## src/gfq_pkg.sv

```systemverilog
// Package for the guarded frame transmit queue: codes, reset values and enums.
// No dependencies; every other file of the block but gfq_cmd_fifo refers to it by scoped names.
package gfq_pkg;

  // input item codes
  typedef enum logic [1:0] {
    ACT_TICK = 2'd0,
    ACT_RX   = 2'd1,
    ACT_BYTE = 2'd2
  } action_e;

  // enqueue status, also the drop state of the frame being loaded
  typedef enum logic [1:0] {
    ST_OK   = 2'd0,
    ST_FULL = 2'd1,
    ST_LONG = 2'd2
  } enq_status_e;

  typedef enum logic {
    KIND_TX     = 1'b0,
    KIND_STATUS = 1'b1
  } kind_e;

  // operations passed from the front to the back
  typedef enum logic {
    OP_BYTE = 1'b0,
    OP_SEND = 1'b1
  } cmd_op_e;

  // configuration register indexes
  localparam logic [1:0] CFG_RX_GUARD = 2'd0;
  localparam logic [1:0] CFG_TX_GAP   = 2'd1;

  localparam int unsigned MS_W = 10;
  localparam logic [MS_W-1:0] RX_GUARD_RESET = 10'd30;
  localparam logic [MS_W-1:0] TX_GAP_RESET   = 10'd10;
  localparam logic [MS_W-1:0] MS_MAX         = 10'd1023;

endpackage

```

## src/gfq_if.sv

```systemverilog
// Handshake interfaces of the guarded frame transmit queue: input, result, config.
// Depends on gfq_pkg for the millisecond counter width.
interface gfq_in_if;
  logic       valid;
  logic       ready;
  logic [1:0] action;
  logic [7:0] data_byte;
  logic       frame_end;
  modport source (output valid, action, data_byte, frame_end, input ready);
  modport sink   (input valid, action, data_byte, frame_end, output ready);
endinterface

interface gfq_out_if;
  logic       valid;
  logic       ready;
  logic       kind;
  logic [7:0] tx_byte;
  logic       tx_last;
  logic [1:0] enqueue_status;
  modport source (output valid, kind, tx_byte, tx_last, enqueue_status, input ready);
  modport sink   (input valid, kind, tx_byte, tx_last, enqueue_status, output ready);
endinterface

interface gfq_cfg_if;
  logic                      valid;
  logic                      ready;
  logic [1:0]                index;
  logic [gfq_pkg::MS_W-1:0]  data;
  modport source (output valid, index, data, input ready);
  modport sink   (input valid, index, data, output ready);
endinterface

```

## src/gfq_front.sv

```systemverilog
// Front end: takes input and config transactions, keeps queue bookkeeping and
// timers, and issues store writes, status and send commands. Uses gfq_pkg, gfq_if.
module gfq_front #(
  parameter int unsigned QUEUE_DEPTH     = 4,
  parameter int unsigned MAX_FRAME_BYTES = 17,
  parameter int unsigned ADDR_W          = 7,
  parameter int unsigned LEN_W           = 5,
  parameter type         cmd_t           = logic
) (
  input  logic clk_i,
  input  logic rst_ni,
  gfq_in_if.sink  in_i,
  gfq_cfg_if.sink cfg_i,
  input  logic    cmd_full_i,
  output logic    cmd_push_o,
  output cmd_t    cmd_o
);

  localparam int unsigned SLOT_W = $clog2(QUEUE_DEPTH);
  localparam int unsigned HELD_W = $clog2(QUEUE_DEPTH + 1);
  localparam int unsigned MS_W   = gfq_pkg::MS_W;

  logic [SLOT_W-1:0]  head_q, head_d, tail_q, tail_d;
  logic [HELD_W-1:0]  held_q, held_d;
  logic [LEN_W-1:0]   fill_q, fill_d;
  gfq_pkg::enq_status_e drop_q, drop_d;
  logic [MS_W-1:0]    rx_ms_q, rx_ms_d, tx_ms_q, tx_ms_d;
  logic [MS_W-1:0]    guard_q, gap_q;
  logic [LEN_W-1:0]   len_q [QUEUE_DEPTH];
  logic               len_we;

  logic               accept;
  logic [MS_W-1:0]    rx_inc, tx_inc;
  gfq_pkg::enq_status_e drop_v;
  logic               wr_v;

  assign in_i.ready  = !cmd_full_i;
  assign cfg_i.ready = 1'b1;
  assign accept      = in_i.valid && in_i.ready;

  assign rx_inc = (rx_ms_q == gfq_pkg::MS_MAX) ? rx_ms_q : rx_ms_q + 1'b1;
  assign tx_inc = (tx_ms_q == gfq_pkg::MS_MAX) ? tx_ms_q : tx_ms_q + 1'b1;

  always_comb begin
    head_d     = head_q;
    tail_d     = tail_q;
    held_d     = held_q;
    fill_d     = fill_q;
    drop_d     = drop_q;
    rx_ms_d    = rx_ms_q;
    tx_ms_d    = tx_ms_q;
    len_we     = 1'b0;
    cmd_push_o = 1'b0;
    cmd_o      = '0;
    drop_v     = drop_q;
    wr_v       = 1'b0;
    if (accept) begin
      case (gfq_pkg::action_e'(in_i.action))
        gfq_pkg::ACT_TICK: begin
          rx_ms_d = rx_inc;
          tx_ms_d = tx_inc;
          if (held_q != '0 && rx_inc >= guard_q && tx_inc >= gap_q) begin
            cmd_push_o = 1'b1;
            cmd_o.op   = gfq_pkg::OP_SEND;
            cmd_o.addr = ADDR_W'(head_q) * ADDR_W'(MAX_FRAME_BYTES);
            cmd_o.len  = len_q[head_q];
            head_d     = (head_q == SLOT_W'(QUEUE_DEPTH - 1)) ? '0 : head_q + 1'b1;
            held_d     = held_q - 1'b1;
            tx_ms_d    = '0;
          end
        end
        gfq_pkg::ACT_RX: begin
          rx_ms_d = '0;
        end
        gfq_pkg::ACT_BYTE: begin
          // fullness is judged only at the first byte of a frame
          if (fill_q == '0 && drop_q == gfq_pkg::ST_OK &&
              held_q >= HELD_W'(QUEUE_DEPTH)) begin
            drop_v = gfq_pkg::ST_FULL;
          end
          if (fill_q >= LEN_W'(MAX_FRAME_BYTES)) begin
            drop_v = gfq_pkg::ST_LONG;
          end else begin
            wr_v   = (drop_v == gfq_pkg::ST_OK);
            fill_d = fill_q + 1'b1;
          end
          cmd_o.op         = gfq_pkg::OP_BYTE;
          cmd_o.wr_en      = wr_v;
          cmd_o.addr       = ADDR_W'(tail_q) * ADDR_W'(MAX_FRAME_BYTES) + ADDR_W'(fill_q);
          cmd_o.data       = in_i.data_byte;
          cmd_o.has_status = in_i.frame_end;
          cmd_o.status     = drop_v;
          cmd_push_o       = wr_v || in_i.frame_end;
          drop_d           = drop_v;
          if (in_i.frame_end) begin
            if (drop_v == gfq_pkg::ST_OK) begin
              len_we = 1'b1;
              tail_d = (tail_q == SLOT_W'(QUEUE_DEPTH - 1)) ? '0 : tail_q + 1'b1;
              held_d = held_q + 1'b1;
            end
            fill_d = '0;
            drop_d = gfq_pkg::ST_OK;
          end
        end
        default: ;
      endcase
    end
  end

  always_ff @(posedge clk_i or negedge rst_ni) begin
    if (!rst_ni) begin
      head_q  <= '0;
      tail_q  <= '0;
      held_q  <= '0;
      fill_q  <= '0;
      drop_q  <= gfq_pkg::ST_OK;
      rx_ms_q <= '0;
      tx_ms_q <= '0;
      guard_q <= gfq_pkg::RX_GUARD_RESET;
      gap_q   <= gfq_pkg::TX_GAP_RESET;
    end else begin
      head_q  <= head_d;
      tail_q  <= tail_d;
      held_q  <= held_d;
      fill_q  <= fill_d;
      drop_q  <= drop_d;
      rx_ms_q <= rx_ms_d;
      tx_ms_q <= tx_ms_d;
      if (cfg_i.valid && cfg_i.ready) begin
        case (cfg_i.index)
          gfq_pkg::CFG_RX_GUARD: guard_q <= cfg_i.data;
          gfq_pkg::CFG_TX_GAP:   gap_q   <= cfg_i.data;
          default: ;
        endcase
      end
    end
  end

  // frame lengths per slot, only read once committed
  always_ff @(posedge clk_i) begin
    if (len_we) begin
      len_q[tail_q] <= fill_d == '0 ? fill_q + 1'b1 : fill_d;
    end
  end

endmodule

```

## src/gfq_cmd_fifo.sv

```systemverilog
// Short command queue between the front and back ends of the frame queue.
// Generic over the command type; no package dependency.
module gfq_cmd_fifo #(
  parameter int unsigned DEPTH = 4,
  parameter type         cmd_t = logic
) (
  input  logic clk_i,
  input  logic rst_ni,
  input  logic push_i,
  input  cmd_t data_i,
  input  logic pop_i,
  output cmd_t data_o,
  output logic full_o,
  output logic empty_o
);

  localparam int unsigned PTR_W = (DEPTH > 1) ? $clog2(DEPTH) : 1;
  localparam int unsigned CNT_W = $clog2(DEPTH + 1);

  cmd_t              slot_q [DEPTH];
  logic [PTR_W-1:0]  wr_q, rd_q;
  logic [CNT_W-1:0]  cnt_q;
  logic              do_push, do_pop;

  assign full_o  = (cnt_q == CNT_W'(DEPTH));
  assign empty_o = (cnt_q == '0);
  assign do_push = push_i && !full_o;
  assign do_pop  = pop_i && !empty_o;
  assign data_o  = slot_q[rd_q];

  always_ff @(posedge clk_i or negedge rst_ni) begin
    if (!rst_ni) begin
      wr_q  <= '0;
      rd_q  <= '0;
      cnt_q <= '0;
    end else begin
      if (do_push) begin
        wr_q <= (wr_q == PTR_W'(DEPTH - 1)) ? '0 : wr_q + 1'b1;
      end
      if (do_pop) begin
        rd_q <= (rd_q == PTR_W'(DEPTH - 1)) ? '0 : rd_q + 1'b1;
      end
      cnt_q <= cnt_q + CNT_W'(do_push) - CNT_W'(do_pop);
    end
  end

  always_ff @(posedge clk_i) begin
    if (do_push) begin
      slot_q[wr_q] <= data_i;
    end
  end

endmodule

```

## src/gfq_back.sv

```systemverilog
// Back end: frame byte store, command sequencer and registered result stage.
// Uses gfq_pkg and the result interface from gfq_if.
module gfq_back #(
  parameter int unsigned STORE_DEPTH = 68,
  parameter int unsigned ADDR_W      = 7,
  parameter int unsigned LEN_W       = 5,
  parameter type         cmd_t       = logic
) (
  input  logic clk_i,
  input  logic rst_ni,
  input  cmd_t cmd_i,
  input  logic cmd_empty_i,
  output logic cmd_pop_o,
  gfq_out_if.source res_o
);

  typedef enum logic [1:0] {
    S_IDLE,
    S_READ,
    S_EMIT
  } state_e;

  state_e             state_q;
  logic [ADDR_W-1:0]  rd_addr_q;
  logic [LEN_W-1:0]   left_q;
  logic [7:0]         rd_data_q;
  logic [7:0]         store [STORE_DEPTH];

  logic               out_valid_q, out_kind_q, out_last_q;
  logic [7:0]         out_byte_q;
  logic [1:0]         out_status_q;

  logic               out_free;
  logic               wr_en, rd_en;
  logic               load_res;

  assign out_free = !out_valid_q || res_o.ready;

  // a status command waits until the result stage is free
  assign cmd_pop_o = (state_q == S_IDLE) && !cmd_empty_i &&
                     !(cmd_i.op == gfq_pkg::OP_BYTE && cmd_i.has_status && !out_free);
  assign wr_en     = cmd_pop_o && cmd_i.op == gfq_pkg::OP_BYTE && cmd_i.wr_en;
  assign rd_en     = (state_q == S_READ);

  // result register takes a new transaction this cycle
  assign load_res  = (cmd_pop_o && cmd_i.op == gfq_pkg::OP_BYTE && cmd_i.has_status) ||
                     (state_q == S_EMIT && out_free);

  always_ff @(posedge clk_i) begin
    if (wr_en) begin
      store[cmd_i.addr] <= cmd_i.data;
    end
    if (rd_en) begin
      rd_data_q <= store[rd_addr_q];
    end
  end

  always_ff @(posedge clk_i or negedge rst_ni) begin
    if (!rst_ni) begin
      state_q      <= S_IDLE;
      rd_addr_q    <= '0;
      left_q       <= '0;
      out_valid_q  <= 1'b0;
      out_kind_q   <= gfq_pkg::KIND_TX;
      out_byte_q   <= '0;
      out_last_q   <= 1'b0;
      out_status_q <= gfq_pkg::ST_OK;
    end else begin
      if (load_res) begin
        out_valid_q <= 1'b1;
      end else if (res_o.ready) begin
        out_valid_q <= 1'b0;
      end
      case (state_q)
        S_IDLE: begin
          if (cmd_pop_o) begin
            if (cmd_i.op == gfq_pkg::OP_SEND) begin
              rd_addr_q <= cmd_i.addr;
              left_q    <= cmd_i.len;
              state_q   <= S_READ;
            end else if (cmd_i.has_status) begin
              out_kind_q   <= gfq_pkg::KIND_STATUS;
              out_byte_q   <= '0;
              out_last_q   <= 1'b0;
              out_status_q <= cmd_i.status;
            end
          end
        end
        S_READ: begin
          state_q <= S_EMIT;
        end
        S_EMIT: begin
          if (out_free) begin
            out_kind_q   <= gfq_pkg::KIND_TX;
            out_byte_q   <= rd_data_q;
            out_last_q   <= (left_q == LEN_W'(1));
            out_status_q <= gfq_pkg::ST_OK;
            left_q       <= left_q - 1'b1;
            rd_addr_q    <= rd_addr_q + 1'b1;
            state_q      <= (left_q == LEN_W'(1)) ? S_IDLE : S_READ;
          end
        end
        default: state_q <= S_IDLE;
      endcase
    end
  end

  assign res_o.valid          = out_valid_q;
  assign res_o.kind           = out_kind_q;
  assign res_o.tx_byte        = out_byte_q;
  assign res_o.tx_last        = out_last_q;
  assign res_o.enqueue_status = out_status_q;

endmodule

```

## src/guarded_frame_tx_queue_unit.sv

```systemverilog
// Top level of the guarded frame transmit queue: front end, command queue, back end.
// Depends on gfq_pkg, gfq_if, gfq_front, gfq_cmd_fifo and gfq_back.
//
// Holds up to QUEUE_DEPTH transmit frames of 1 to MAX_FRAME_BYTES bytes, loaded one
// byte per input transaction (action 2, frame_end on the last byte). Each completed
// frame yields one status result: accepted, dropped as the queue was full at its
// first byte, or dropped as too long (too long wins). Action 1 marks receive
// activity; action 0 is the millisecond tick, which advances both saturating
// elapsed counters and releases the head frame, byte by byte with tx_last on the
// final one, once ms_since_rx >= rx_guard_ms and ms_since_tx >= tx_gap_ms.
// Flow: every input transaction is taken by the front end while the four-entry
// command queue has room. Each frame byte sent passes through a registered read of
// the single-port byte store, then the result register, and the back end takes no
// new command until the last byte of a released frame is sent; the command queue is
// what lets further input flow meanwhile. The result register decouples the result
// channel from the block. The byte store has no reset and no clearing pass: only
// bytes written for a frame are ever read back. Configuration (index 0 rx_guard_ms,
// index 1 tx_gap_ms, others ignored) is always ready and should be written only
// while the block is idle.
module guarded_frame_tx_queue_unit #(
  parameter int unsigned QUEUE_DEPTH     = 4,
  parameter int unsigned MAX_FRAME_BYTES = 17
) (
  input  logic clk_i,
  input  logic rst_ni,
  gfq_in_if.sink    in_i,
  gfq_cfg_if.sink   cfg_i,
  gfq_out_if.source res_o
);

  localparam int unsigned STORE_DEPTH = QUEUE_DEPTH * MAX_FRAME_BYTES;
  localparam int unsigned ADDR_W      = $clog2(STORE_DEPTH);
  localparam int unsigned LEN_W       = $clog2(MAX_FRAME_BYTES + 1);
  localparam int unsigned CMD_DEPTH   = 4;

  // one command: a byte write and/or a status, or a frame send
  typedef struct packed {
    gfq_pkg::cmd_op_e     op;
    logic                 wr_en;
    logic [ADDR_W-1:0]    addr;
    logic [7:0]           data;
    logic                 has_status;
    gfq_pkg::enq_status_e status;
    logic [LEN_W-1:0]     len;
  } cmd_t;

  cmd_t cmd_push_data, cmd_pop_data;
  logic cmd_push, cmd_pop, cmd_full, cmd_empty;

  gfq_front #(
    .QUEUE_DEPTH    (QUEUE_DEPTH),
    .MAX_FRAME_BYTES(MAX_FRAME_BYTES),
    .ADDR_W         (ADDR_W),
    .LEN_W          (LEN_W),
    .cmd_t          (cmd_t)
  ) u_front (
    .clk_i     (clk_i),
    .rst_ni    (rst_ni),
    .in_i      (in_i),
    .cfg_i     (cfg_i),
    .cmd_full_i(cmd_full),
    .cmd_push_o(cmd_push),
    .cmd_o     (cmd_push_data)
  );

  gfq_cmd_fifo #(
    .DEPTH(CMD_DEPTH),
    .cmd_t(cmd_t)
  ) u_cmd_fifo (
    .clk_i  (clk_i),
    .rst_ni (rst_ni),
    .push_i (cmd_push),
    .data_i (cmd_push_data),
    .pop_i  (cmd_pop),
    .data_o (cmd_pop_data),
    .full_o (cmd_full),
    .empty_o(cmd_empty)
  );

  gfq_back #(
    .STORE_DEPTH(STORE_DEPTH),
    .ADDR_W     (ADDR_W),
    .LEN_W      (LEN_W),
    .cmd_t      (cmd_t)
  ) u_back (
    .clk_i      (clk_i),
    .rst_ni     (rst_ni),
    .cmd_i      (cmd_pop_data),
    .cmd_empty_i(cmd_empty),
    .cmd_pop_o  (cmd_pop),
    .res_o      (res_o)
  );

`ifndef ASSERT_OFF
  // the front must never issue a command into a full queue
  assert property (@(posedge clk_i) disable iff (!rst_ni) cmd_push |-> !cmd_full)
    else $error("command pushed into full queue");

  // status results carry no frame byte, frame bytes carry no status
  assert property (@(posedge clk_i) disable iff (!rst_ni)
    res_o.valid && res_o.kind == gfq_pkg::KIND_STATUS |->
      res_o.tx_byte == '0 && !res_o.tx_last && res_o.enqueue_status != 2'd3)
    else $error("malformed status result");

  assert property (@(posedge clk_i) disable iff (!rst_ni)
    res_o.valid && res_o.kind == gfq_pkg::KIND_TX |->
      res_o.enqueue_status == gfq_pkg::ST_OK)
    else $error("frame byte result with status set");
`endif

endmodule
```

## src/flat_wrapper.sv

```systemverilog
// flat-port wrapper written by rule: the top's interface ports become plain ports
module guarded_frame_tx_queue_unit_flat 
#(
  parameter int unsigned QUEUE_DEPTH     = 4,
  parameter int unsigned MAX_FRAME_BYTES = 17
)
  (clk_i, rst_ni, in_i_valid, in_i_action, in_i_data_byte, in_i_frame_end, in_i_ready, cfg_i_valid, cfg_i_index, cfg_i_data, cfg_i_ready, res_o_valid, res_o_kind, res_o_tx_byte, res_o_tx_last, res_o_enqueue_status, res_o_ready);
  gfq_in_if in_i_i ();
  gfq_cfg_if cfg_i_i ();
  gfq_out_if res_o_i ();
  input  logic clk_i;
  input  logic rst_ni;
  input wire logic [$bits(in_i_i.valid)-1:0] in_i_valid;
  input wire logic [$bits(in_i_i.action)-1:0] in_i_action;
  input wire logic [$bits(in_i_i.data_byte)-1:0] in_i_data_byte;
  input wire logic [$bits(in_i_i.frame_end)-1:0] in_i_frame_end;
  output wire logic [$bits(in_i_i.ready)-1:0] in_i_ready;
  input wire logic [$bits(cfg_i_i.valid)-1:0] cfg_i_valid;
  input wire logic [$bits(cfg_i_i.index)-1:0] cfg_i_index;
  input wire logic [$bits(cfg_i_i.data)-1:0] cfg_i_data;
  output wire logic [$bits(cfg_i_i.ready)-1:0] cfg_i_ready;
  output wire logic [$bits(res_o_i.valid)-1:0] res_o_valid;
  output wire logic [$bits(res_o_i.kind)-1:0] res_o_kind;
  output wire logic [$bits(res_o_i.tx_byte)-1:0] res_o_tx_byte;
  output wire logic [$bits(res_o_i.tx_last)-1:0] res_o_tx_last;
  output wire logic [$bits(res_o_i.enqueue_status)-1:0] res_o_enqueue_status;
  input wire logic [$bits(res_o_i.ready)-1:0] res_o_ready;
  assign in_i_i.valid = in_i_valid;
  assign in_i_i.action = in_i_action;
  assign in_i_i.data_byte = in_i_data_byte;
  assign in_i_i.frame_end = in_i_frame_end;
  assign in_i_ready = in_i_i.ready;
  assign cfg_i_i.valid = cfg_i_valid;
  assign cfg_i_i.index = cfg_i_index;
  assign cfg_i_i.data = cfg_i_data;
  assign cfg_i_ready = cfg_i_i.ready;
  assign res_o_valid = res_o_i.valid;
  assign res_o_kind = res_o_i.kind;
  assign res_o_tx_byte = res_o_i.tx_byte;
  assign res_o_tx_last = res_o_i.tx_last;
  assign res_o_enqueue_status = res_o_i.enqueue_status;
  assign res_o_i.ready = res_o_ready;
  guarded_frame_tx_queue_unit #(.QUEUE_DEPTH(QUEUE_DEPTH), .MAX_FRAME_BYTES(MAX_FRAME_BYTES)) u_core (.clk_i(clk_i), .rst_ni(rst_ni), .in_i(in_i_i), .cfg_i(cfg_i_i), .res_o(res_o_i));
endmodule
```

## config.mk

```make
export PLATFORM = sky130hd
export DESIGN_NAME = guarded_frame_tx_queue_unit_flat
export DESIGN_NICKNAME = d
export VERILOG_FILES = /design/src/gfq_pkg.sv /design/src/gfq_if.sv /design/src/gfq_front.sv /design/src/gfq_cmd_fifo.sv /design/src/gfq_back.sv /design/src/guarded_frame_tx_queue_unit.sv /design/src/flat_wrapper.sv
export SDC_FILE = /design/constraint.sdc
export NUM_CORES = 1
export LEC_CHECK = 0
export ABC_CLOCK_PERIOD_IN_PS = 4500
export BUFFER_PORTS_ARGS = -buffer_cell sky130_fd_sc_hd__buf_2
export CAP_MARGIN = 25
export CELL_PAD_IN_SITES_DETAIL_PLACEMENT = 0
export CELL_PAD_IN_SITES_GLOBAL_PLACEMENT = 1
export CORE_ASPECT_RATIO = 0.5
export CORE_MARGIN = 2
export CORE_UTILIZATION = 45
export DETAILED_ROUTE_END_ITERATION = 6
export GPL_ROUTABILITY_DRIVEN = 1
export PLACE_DENSITY_LB_ADDON = 0.1
export SKIP_LAST_GASP = 1
export SYNTH_ARGS = -nofsm -noshare
export SYNTH_HDL_FRONTEND = slang
export SYNTH_SLANG_ARGS = --single-unit
```

## constraint.sdc

```tcl
create_clock -name clk_i -period 4.5 [get_ports clk_i]
set_input_delay 0.45 -clock clk_i [delete_from_list [all_inputs] [get_ports clk_i]]
set_output_delay 0.45 -clock clk_i [all_outputs]
set_load 0.02 [all_outputs]
```

==> results.md, run 1 <==
- Clock root cell: clkbuf_16
- Max-slew violation count: 0
- Max H-tree Level: 3
- DPL Wire Length: between 40 and 50 mm
- Clock-pin slew on the worst setup and hold paths: 0.07 ns
- Die ar.: between 70000 and 80000 sq um
- Total GRT Usage: 0.206
- DIE HEIGHT: roughly 190 microns
- Initial drt markers: 1365
- Synth Cell Area: 31300 sq um
- Post-synth ARST share: 0.116
- Critical Path Source Type: flip-flop
- Status: finished, final reports clean
- Worst min path class: input pin to flip-flop
- Crit path max fanout: 6
- Leakage: around 12 nW
- First-pass GRT wire length: 108 mm
- Worst EP required: 4.99 ns
- Fin Hold WS: 0.0664 ns
- Share of cells above drive strength 1: 0.230
- I/O pin cnt: 43
- Post-CTS Setup Inserts: 0
- Fmax: 246 MHz
- Post-synth top area share: 0.646
- Post-synthesis sequential area ratio: 0.716
- Mapped Nets: 1847
- Vias/cell: 5.71
- Post-route DRC: 0
- Largest net degree at the start of global routing: just under 70
- # fillers: around 5500
- Number of unique standard cell types used by synthesis: 72
- Syn_area_per_cell: 17.7 sq um
- Area Overhead vs Synth: 12.6%
- # setup viols final: 0
- Number of flops mapped to enable cells by yosys: 672
- Post-Syn Instances: 1770
- Rows: 68
- Clock Latency Late Sink: 0.61 ns
- Relative slew slack: 0.282
- RSZ-0062 raised after global routing: no
- CTS tree: yes
- Post-route ant nets: 0
- Top area cells in the synthesized netlist: edfxtp_1 65%, mux4_2 12%, dfrtp_1 6.6%
- Drt wl/cell: 25.4 microns
- Total CTS buffers: 71
- Peak supply drop: 0.260 mV
- Die X: 377 microns
- Setup TNS: 0 ns
- Crit share post-route: 0.904
- Tightest Pin Transition: 1.08 ns
- Initial antenna violation count: 0
- Skew final: 0.0214 ns
- Worst-case clock buffer depth: 3
- Initial DRT Pass Iterations: 5
- Final #Nets: a little under 2000
- Final GP Congestion: roughly 0.8
- Initial Util: 0.454
- CP Capture Type: flip-flop
- Final Hold Viols: 0
- PD cells: approximately 620 nW/um^2
- Critical path class: flip-flop to flip-flop
- Total wire length: 72.4 mm
- Vias: roughly 16000
- Primary FF master, synth: edfxtp_1
- Arrival time at the worst endpoint: 4.56 ns
- Max Cap Viol: 0
- Antenna diodes: 0
- Ys Warns: 0
- Core Region: 68800 sq um
- PostCTS Resize Cnt: 0
- Area leader, netlist: edfxtp_1
- Clock sink total: 760
- Vias in the first global route: ~17000
- Grt total ovfl: 0
- FF+latch count, synth: 760
- Clock period minus worst slack: 4.07 ns
- Synth top cells by count: 672 x edfxtp_1, 162 x mux4_2, 123 x nor2_1
- Cell with the most instances after synthesis: edfxtp_1
- IO buf count: 41
- Hold Buf Count CTS: 1
[metrics by stage]
stage	setup slack (ns)	cell area [sq um]	power, mW	utilization	cells
finish	0.430	35200	21.9	0.511	2848
global route	0.0184	35200	23.0	0.511	2848
CTS	0.402	35200	22.1	0.511	2848
detailed placement	0.449	32900	16.2	0.479	2726
global placement	0.419	32900	16.0	0.478	2724
floorplan	0.0488	31300	13.7	-	1770
[layer usage]
| layer | wire length, microns | up-vias | global-route usage |
|---|---|---|---|
| met2 | 33800 | 444 | 0.323 |
| met1 | 32500 | 8507 | 0.295 |
| met5 | 0 | - | 0 |
| met4 | 1210 | 0 | 0.0448 |
| li1 | - | 7223 | - |
| met3 | 4940 | 94 | 0.0494 |
[sequential cells by signal (all words and copies together), names as in the netlist, 3 cells and up]
register                     count
u_core.u_back.store            544
u_core.u_cmd_fifo.slot_q       100
u_core.u_front.len_q            20
u_core.u_front.gap_q            10
u_core.u_front.guard_q          10
u_core.u_front.rx_ms_q          10
u_core.u_front.tx_ms_q          10
u_core.u_back.rd_data_q          8
u_core.u_back.res_o.tx_byte      8
u_core.u_back.rd_addr_q          7
u_core.u_back.left_q             5
u_core.u_front.fill_q            5
u_core.u_cmd_fifo.cnt_q          3
u_core.u_front.held_q            3
[report_power, final]
| part | switching, mW | internal [mW] |
|---|---|---|
| clock network | 2.56 | 3.38 |
| logic | 3.97 | 2.47 |
| registers | 0.608 | 8.96 |
| total | 7.13 | 14.8 |
[critical path, cell delays in order (launching register included)]
cell and delay [ns]:
dfrtp_1 0.43, ha_1 0.19, and3_1 0.17, and2_1 0.21
nand3_1 0.11, and4_1 0.24, and3_1 0.20, xnor2_1 0.22
inv_1 0.08, ha_1 0.30, nand2_1 0.05, nor2_1 0.13
a31oi_1 0.10, a21oi_1 0.21, o21a_1 0.20, a21oi_2 0.08
ha_1 0.29, inv_1 0.04, ha_1 0.19, fa_1 0.40
xnor2_1 0.14
[final cells by class]
type,instances,area (sq um),area share
clock inverter,30,308,0.00874
timing repair buffer,133,958,0.0272
sequential,760,22400,0.636
inverter,43,161,0.00459
multi-input combinational,881,8300,0.236
clock buffer,91,1930,0.0550
tap,910,1140,0.0323
[cells in the final DEF (no fill, tap or decap), types with 7 or more instances in the layout]
cell	count
o22ai_1	10
a21oi_1	44
and2_1	17
buf_4	88
a22o_1	8
xor2_1	8
clkinv_1	12
nor3_1	18
clkinv_2	7
nand4_1	11
xnor2_1	13
nand2b_1	10
o21ai_0	51
nand2_1	118
clkbuf_16	73
and3_1	10
o31ai_1	9
inv_1	43
mux4_2	161
buf_2	40
a31oi_1	8
ha_1	46
mux2i_1	38
edfxtp_1	672
dfrtp_1	79
nor2_1	123
mux2_2	30
nand3_1	28
clkbuf_1	14
nor2b_1	17
[kinds of logic (layout without fill, tap and decap cells)]
kind of cell	Yosys count	count (layout)	synth area share
flip-flops	760	760	0.716
AND/OR/NAND/NOR	387	387	0.0577
AO/OA/AOI/OAI	193	193	0.0410
other	1	1	0.000120
multiplexers	230	230	0.140
adder cells (fa/ha/maj)	49	49	0.0203
XOR/XNOR	21	21	0.00589
buffers and inverters	129	297	0.0188
[final timing paths]
path / startpoint / endpoint / slack [ns] / cells past startpoint
setup / recovery: u_core.u_front.tx_ms_q[0] / u_core.u_cmd_fifo.cnt_q[2] / 0.43 / 20
hold / removal: cfg_i_data[2] / u_core.u_front.guard_q[2] / 0.07 / 3
setup reg to reg: u_core.u_front.tx_ms_q[0] / u_core.u_cmd_fifo.cnt_q[2] / 0.43 / 20
hold reg to reg: u_core.u_back.res_o.tx_last / u_core.u_back.res_o.tx_last / 0.48 / 2
max in group asynchronous: rst_ni / u_core.u_front.tx_ms_q[3] / 3.05 / 3
min in group asynchronous: rst_ni / u_core.u_front.tail_q[1] / 0.36 / 2
Power figures use the tool's default switching activity.
==> inputs of run 2 (changes only) <==
--- a/config.mk
+++ b/config.mk
@@ -11,7 +11,7 @@
 export CELL_PAD_IN_SITES_DETAIL_PLACEMENT = 0
 export CELL_PAD_IN_SITES_GLOBAL_PLACEMENT = 1
 export CORE_ASPECT_RATIO = 0.5
-export CORE_MARGIN = 2
+export CORE_MARGIN = 10
 export CORE_UTILIZATION = 45
 export DETAILED_ROUTE_END_ITERATION = 6
 export GPL_ROUTABILITY_DRIVEN = 1
==> results.md, run 2 (synthesis results as in run 1) <==
- Critical-path cell list: ha_1, and3_1, and2_1, nand3_1, and4_1, and3_1, xnor2_1, inv_1, ha_1, a21oi_1, o21ai_0, a31oi_1, a21oi_1, o21a_1, a21oi_2, ha_1, inv_1, ha_1, fa_1, xnor2_1 (was ha_1, and3_1, and2_1, nand3_1, and4_1, and3_1, xnor2_1, inv_1, ha_1, nand2_1, nor2_1, a31oi_1, a21oi_1, o21a_1, a21oi_2, ha_1, inv_1, ha_1, fa_1, xnor2_1)
- Setup TNS: 0 ns (unchanged)
- P_sw: 7.13 mW (about the same)
- Worst Hold Launch: cfg_i_data[1] (was cfg_i_data[2])
- Total wire length: 72.4 mm (about the same)
- Critical path class: flip-flop to flip-flop (unchanged)
- Largest register FFs: 544 (unchanged)
- FF-to-FF End: u_core.u_cmd_fifo.cnt_q[2] (unchanged)
- Worst reg2reg path startpoint: u_core.u_front.tx_ms_q[0] (unchanged)
- CP Capture Type: flip-flop (unchanged)
- Crit path launch: u_core.u_front.tx_ms_q[0] (unchanged)
- Max-slew violation count: 0 (unchanged)
- Clock Latency Late Sink: 0.62 ns (was 0.61 ns)
- Biggest register: u_core.u_back.store (unchanged)
- Setup crit end: u_core.u_cmd_fifo.cnt_q[2] (unchanged)
- Combinational share of power: 0.292 (was 0.293)
- Initial Util: 0.454 (unchanged)
- Fin Hold WS: 0.0690 ns (was 0.0664 ns)
- R2R depth: 20 (unchanged)
- Sequential Power Share: 0.430 (was 0.436)
- Total CTS buffers: 71 (unchanged)
- Share of cells above drive strength 1: 0.231 (was 0.230)
- Final #Nets: 1964 (was 1967)
- Crit path max fanout: 6 (unchanged)
- Overall power: 22.1 mW (was 21.9 mW)
- RSZ-0062 raised after global routing: no (unchanged)
- Crit. path cell count: 20 (unchanged)
- Vias in the first global route: 17000 (was 16800)
- DIE HEIGHT: 206 microns (was 190 microns)
- Rows: 68 (unchanged)
- Reg2Reg Setup Slack: 0.41 ns (was 0.43 ns)
- Most frequent cells in the layout: 672 x edfxtp_1, 162 x mux4_2, 123 x nor2_1 (was 672 x edfxtp_1, 161 x mux4_2, 123 x nor2_1)
- Clock sink total: 760 (unchanged)
- Sw Ratio: 0.322 (was 0.325)
- Crit-path max cell delay: 0.43 ns (about the same)
- Worst min path class: input pin to flip-flop (unchanged)
- Int Pwr: 15.0 mW (was 14.8 mW)
- Critical Path Source Type: flip-flop (unchanged)
- Fmax: 245 MHz (was 246 MHz)
- Largest net degree at the start of global routing: 55 (was 69)
- PD cells: 627 nW/um^2 (was 623 nW/um^2)
- Vias/cell: 5.72 (was 5.71)
- Final Hold Viols: 0 (unchanged)
- Post-route DRC: 0 (unchanged)
- CTS tree: yes (unchanged)
- Die X: 393 microns (was 377 microns)
- Tightest Pin Transition: 1.04 ns (was 1.08 ns)
- I/O pin cnt: 43 (unchanged)
- Biggest regs: u_core.u_back.store: 544 flops, u_core.u_cmd_fifo.slot_q: 100 flops, u_core.u_front.len_q: 20 flops (unchanged)
- Commonest non-fill, non-tap cell in the layout: edfxtp_1 (unchanged)
- CP dominant cell by count: ha_1 (unchanged)
- Initial drt markers: 1512 (was 1365)
- CP top delay family: adder cells (unchanged)
- Post-CTS Setup Inserts: 0 (unchanged)
- Multi-input logic area: 8300 sq um (about the same)
- IO buf count: 41 (unchanged)
- Max stage delay cell, worst path: dfrtp_1 (unchanged)
- Die ar.: 81000 sq um (was 71700 sq um)
- Crit share post-route: 0.909 (was 0.904)
- Grt total ovfl: 0 (unchanged)
- Final Util: 0.512 (was 0.511)
- Core Region: 68800 sq um (unchanged)
- Initial DRT Pass Iterations: 5 (unchanged)
- Leakage: 12.0 nW (was 11.9 nW)
- Peak supply drop: 0.317 mV (was 0.260 mV)
- Vias: 16300 (about the same)
- Relative slew slack: 0.305 (was 0.282)
- Max H-tree Level: 3 (unchanged)
- Drt wl/cell: 25.4 microns (about the same)
- Register area: 22400 sq um (unchanged)
- Antenna diodes: 0 (unchanged)
- Arrival time at the worst endpoint: 4.59 ns (was 4.56 ns)
- Total GRT Usage: 0.181 (was 0.206)
- First-pass GRT wire length: 109 mm (was 108 mm)
- Clock power frac: 0.278 (was 0.271)
- Buffers & Inverters on Critical Path: 2 (unchanged)
- # setup viols final: 0 (unchanged)
- Clock period minus worst slack: 4.09 ns (was 4.07 ns)
- Status: finished, final reports clean (unchanged)
- Clock root cell: clkbuf_16 (unchanged)
- DPL Wire Length: 47.4 mm (was 47.1 mm)
- Skew final: 0.0227 ns (was 0.0214 ns)
- Final GP Congestion: 0.803 (was 0.799)
- Worst-case clock buffer depth: 3 (unchanged)
- Post-route ant nets: 0 (unchanged)
- Initial antenna violation count: 1 (was 0)
- Clock-pin slew on the worst setup and hold paths: 0.07 ns (about the same)
- Max Cap Viol: 0 (unchanged)
- Worst EP required: 5.00 ns (was 4.99 ns)
- Area Overhead vs Synth: 12.9% (was 12.6%)
- # fillers: 5543 (was 5532)
-- run 2: cell count changes in the layout (fill, tap and decap cells not counted), moves of 2 or more --
cell / previous run / this run
clkbuf_16: 73 / 75
clkinvlp_4: 3 / 1
buf_4: 88 / 85
clkinv_2: 7 / 11
clkbuf_8: 4 / 2
bufinv_16: 6 / 8
inv_6: 0 / 4
clkbuf_1: 14 / 17
-- run 2: stage by stage --
stage	cell area [sq um]	instances	setup WS (ns)
after floorplan	31300	1770	0.0488
after global placement	32900	2721	0.456
after detailed placement	32900	2722	0.401
after CTS	35300	2852	0.372
after global routing	35300	2853	0.0790
final	35300	2853	0.411
-- run 2: routing by layer --
metal,track usage,vias up,wire (microns)
li1,-,7212,-
met1,0.253,8558,32400
met2,0.286,455,34000
met3,0.0449,93,4700
met4,0.0403,0,1270
met5,0,-,0
-- run 2: worst min path at each step --
stage,to,slack (ns),cells after the start
final,u_core.u_front.guard_q[1],0.07,3
after global placement,u_core.u_back.res_o.kind,0.46,2
after CTS,u_core.u_front.guard_q[1],0.03,3
after floorplan,u_core.u_back.left_q[0],0.15,0
after global routing,u_core.u_front.guard_q[1],0.06,3
after detailed placement,u_core.u_back.res_o.kind,0.47,2
-- run 2: cell type report --
type                            count  share of cell area
Sequential cell                   760               0.635
Multi-Input combinational cell    881               0.235
Clock buffer                       94              0.0558
Tap cell                          910              0.0323
Timing Repair Buffer              130              0.0263
Clock inverter                     35              0.0107
Inverter                           43             0.00458
-- run 2: power groups by stage --
stage                     Clock, mW  Combinational (mW)  Sequential [mW]
final                          6.14                6.45             9.51
after global routing           6.55                7.00             9.58
after global placement            0                6.31             9.64
after floorplan                   0                4.37             9.35
after detailed placement          0                6.47             9.67
after CTS                      6.27                6.51             9.53
-- run 2: worst reg2reg max path, delay by kind of cell (launching register included) --
family | cells | cell delay (ns)
DFF | 1 | 0.43
AOI/OAI and AO/OA | 6 | 0.79
buffers and inverters | 2 | 0.11
adders and majority gates | 5 | 1.38
and+or+nand+nor | 5 | 0.94
xor gates and xnor gates | 2 | 0.35
-- run 2: repair_timing --
action                    CTS  global route
resized for setup           0             0
hold endpoints to repair   52             0
hold buffers                1             0
==> inputs of run 3 (changes only) <==
--- a/config.mk
+++ b/config.mk
@@ -5,6 +5,7 @@
 export SDC_FILE = /design/constraint.sdc
 export NUM_CORES = 1
 export LEC_CHECK = 0
+export ABC_AREA = 0
 export ABC_CLOCK_PERIOD_IN_PS = 4500
 export BUFFER_PORTS_ARGS = -buffer_cell sky130_fd_sc_hd__buf_2
 export CAP_MARGIN = 25
@@ -13,6 +14,7 @@
 export CORE_ASPECT_RATIO = 0.5
 export CORE_MARGIN = 10
 export CORE_UTILIZATION = 45
+export CTS_BUF_LIST = sky130_fd_sc_hd__clkbuf_16
 export DETAILED_ROUTE_END_ITERATION = 6
 export GPL_ROUTABILITY_DRIVEN = 1
 export PLACE_DENSITY_LB_ADDON = 0.1
==> results.md, run 3 (synthesis results as in run 1) <==
- Status: finished, final reports clean (unchanged)
- WHS Endpoint: u_core.u_front.guard_q[7] (was u_core.u_front.guard_q[1])
- Final GP Congestion: 0.803 (unchanged)
- Inst Count DP: 2722 (unchanged)
- Worst-case clock buffer depth: 3 (unchanged)
- Crit share post-route: 0.909 (about the same)
- Biggest register: u_core.u_back.store (unchanged)
- Cell area after placement: 32900 sq um (unchanged)
- CP top delay family: adder cells (unchanged)
- I/O pin cnt: 43 (unchanged)
- Rows: 68 (unchanged)
- Total CTS buffers: 71 (unchanged)
- Die ar.: 81000 sq um (unchanged)
- Total wire length: 72.3 mm (was 72.4 mm)
- Initial antenna violation count: 1 (unchanged)
- Critical-path cell list: ha_1, and3_1, and2_1, nand3_1, and4_1, and3_1, xnor2_1, inv_1, ha_1, a21oi_1, o21ai_0, a31oi_1, a21oi_1, o21a_1, a21oi_2, ha_1, inv_1, ha_1, fa_1, xnor2_1 (unchanged)
- Clock root cell: clkbuf_16 (unchanged)
- FF-to-FF End: u_core.u_cmd_fifo.cnt_q[2] (unchanged)
- Commonest non-fill, non-tap cell in the layout: edfxtp_1 (unchanged)
- # setup viols final: 0 (unchanged)
- Leakage: 12.0 nW (about the same)
- Drt wl/cell: 25.3 microns (was 25.4 microns)
- Clock Latency Late Sink: 0.62 ns (about the same)
- Hold depth: 3 (unchanged)
- Total GRT Usage: 0.181 (unchanged)
- Tightest Pin Transition: 1.03 ns (was 1.04 ns)
- Critical path class: flip-flop to flip-flop (unchanged)
- Hold Buf Count CTS: 1 (unchanged)
- CP Capture Type: flip-flop (unchanged)
- Max-slew violation count: 0 (unchanged)
- Final std cells w/o fill: 2853 (unchanged)
- Biggest regs: u_core.u_back.store: 544 flops, u_core.u_cmd_fifo.slot_q: 100 flops, u_core.u_front.len_q: 20 flops (unchanged)
- CTS tree: yes (unchanged)
- Most frequent cells in the layout: 672 x edfxtp_1, 162 x mux4_2, 123 x nor2_1 (unchanged)
- Peak supply drop: 0.318 mV (was 0.317 mV)
- Setup TNS: 0 ns (unchanged)
- Grt total ovfl: 0 (unchanged)
- Core Region: 68800 sq um (unchanged)
- Clock-pin slew on the worst setup and hold paths: 0.07 ns (about the same)
- Buffers & Inverters on Critical Path: 2 (unchanged)
- Post-CTS Setup Inserts: 0 (unchanged)
- Crit-path max cell delay: 0.43 ns (about the same)
- First-pass GRT wire length: 109 mm (unchanged)
- Vias: 16300 (about the same)
- Area Overhead vs Synth: 12.8% (was 12.9%)
- Final Hold Viols: 0 (unchanged)
- Critical Path Source Type: flip-flop (unchanged)
- Crit. path cell count: 20 (unchanged)
- Arrival time at the worst endpoint: 4.59 ns (about the same)
- IO buf count: 41 (unchanged)
- Post-route DRC: 0 (unchanged)
- Worst EP required: 5.00 ns (about the same)
- Max Cap Viol: 0 (unchanged)
- Vias in the first global route: 17000 (about the same)
- Antenna diodes: 0 (unchanged)
- Initial Util: 0.454 (unchanged)
- Initial DRT Pass Iterations: 5 (unchanged)
- CP dominant cell by count: ha_1 (unchanged)
- Clock sink total: 760 (unchanged)
- Final #Nets: 1964 (unchanged)
- Max stage delay cell, worst path: dfrtp_1 (unchanged)
- Vias/cell: 5.70 (was 5.72)
- Share of cells above drive strength 1: 0.230 (was 0.231)
- PostCTS Resize Cnt: 0 (unchanged)
- Largest net degree at the start of global routing: 55 (unchanged)
- DPL Wire Length: 47.4 mm (unchanged)
- Relative slew slack: 0.307 (was 0.305)
- Clock period minus worst slack: 4.09 ns (about the same)
- R2R depth: 20 (unchanged)
- Initial drt markers: 1574 (was 1512)
- # fillers: 5543 (unchanged)
- Max H-tree Level: 3 (unchanged)
- DIE HEIGHT: 206 microns (unchanged)
- Fmax: 245 MHz (unchanged)
- Fin Hold WS: 0.0678 ns (was 0.0690 ns)
- Post-route ant nets: 0 (unchanged)
- RSZ-0062 raised after global routing: no (unchanged)
- Die X: 393 microns (unchanged)
- Skew final: 0.0231 ns (was 0.0227 ns)
- Worst reg2reg path startpoint: u_core.u_front.tx_ms_q[0] (unchanged)
- Post-route cell area: 35300 sq um (about the same)
- Largest register FFs: 544 (unchanged)
- Overall power: 22.1 mW (about the same)
- Reg2Reg Setup Slack: 0.41 ns (about the same)
- PD cells: 626 nW/um^2 (was 627 nW/um^2)
- Worst Hold Launch: cfg_i_data[7] (was cfg_i_data[1])
- Worst min path class: input pin to flip-flop (unchanged)
- Crit path max fanout: 6 (unchanged)
==> run 3: changes by cell type in the layout (fill, tap and decap cells not counted) <==
cell and change:
clkbuf_8 -2, clkinv_1 +2, clkbuf_1 -17, inv_1 +17
==> run 3: per-stage QoR <==
step / utilization / setup slack (ns)
6_report: 0.512 / 0.411
2_1_floorplan: - / 0.0488
3_3_place_gp: 0.478 / 0.456
3_5_place_dp: 0.478 / 0.401
5_1_grt: 0.512 / 0.0790
4_1_cts: 0.512 / 0.372
==> run 3: final cells by class <==
type                    count  area, sq um  area share
well taps                 910         1140      0.0323
flip-flops and latches    760        22400       0.635
clock inverters            54          450      0.0128
repair buffers            130          928      0.0263
clock buffers              75         1880      0.0532
multi-input cells         881         8300       0.235
inverters                  43          161     0.00458
==> run 3: layer usage <==
metal	share of wire	vias up	track usage	routed length, microns
li1	-	7216	-	-
met5	0	-	0	0
met3	0.065	88	0.0449	4680
met4	0.017	0	0.0403	1250
met2	0.47	436	0.286	34000
met1	0.45	8536	0.253	32400
==> run 3: worst max path at each step <==
stage	from	end	slack, ns
2_1_floorplan	u_core.u_front.tx_ms_q[0]	u_core.u_cmd_fifo.slot_q[0][0]	0.05
3_3_place_gp	u_core.u_front.tx_ms_q[0]	u_core.u_cmd_fifo.cnt_q[2]	0.46
5_1_grt	u_core.u_front.tx_ms_q[0]	u_core.u_cmd_fifo.cnt_q[2]	0.08
6_report	u_core.u_front.tx_ms_q[0]	u_core.u_cmd_fifo.cnt_q[2]	0.41
3_5_place_dp	u_core.u_front.tx_ms_q[0]	u_core.u_cmd_fifo.cnt_q[2]	0.40
4_1_cts	u_core.u_front.tx_ms_q[0]	u_core.u_cmd_fifo.cnt_q[2]	0.37
==> run 3: tightest hold or removal path, delay by kind of cell <==
kind / cells / cell delay (ns)
simple gates: 1 / 0.04
buf+inv: 1 / 0.09
compound gates: 1 / 0.07
==> run 3: where the power goes <==
part	leakage, nW	total, mW	internal, mW	switching [mW]
Sequential	7.16	9.52	8.95	0.562
Combinational	3.64	6.46	2.47	3.99
Clock	1.21	6.07	3.48	2.60
Total	12.0	22.1	14.9	7.15
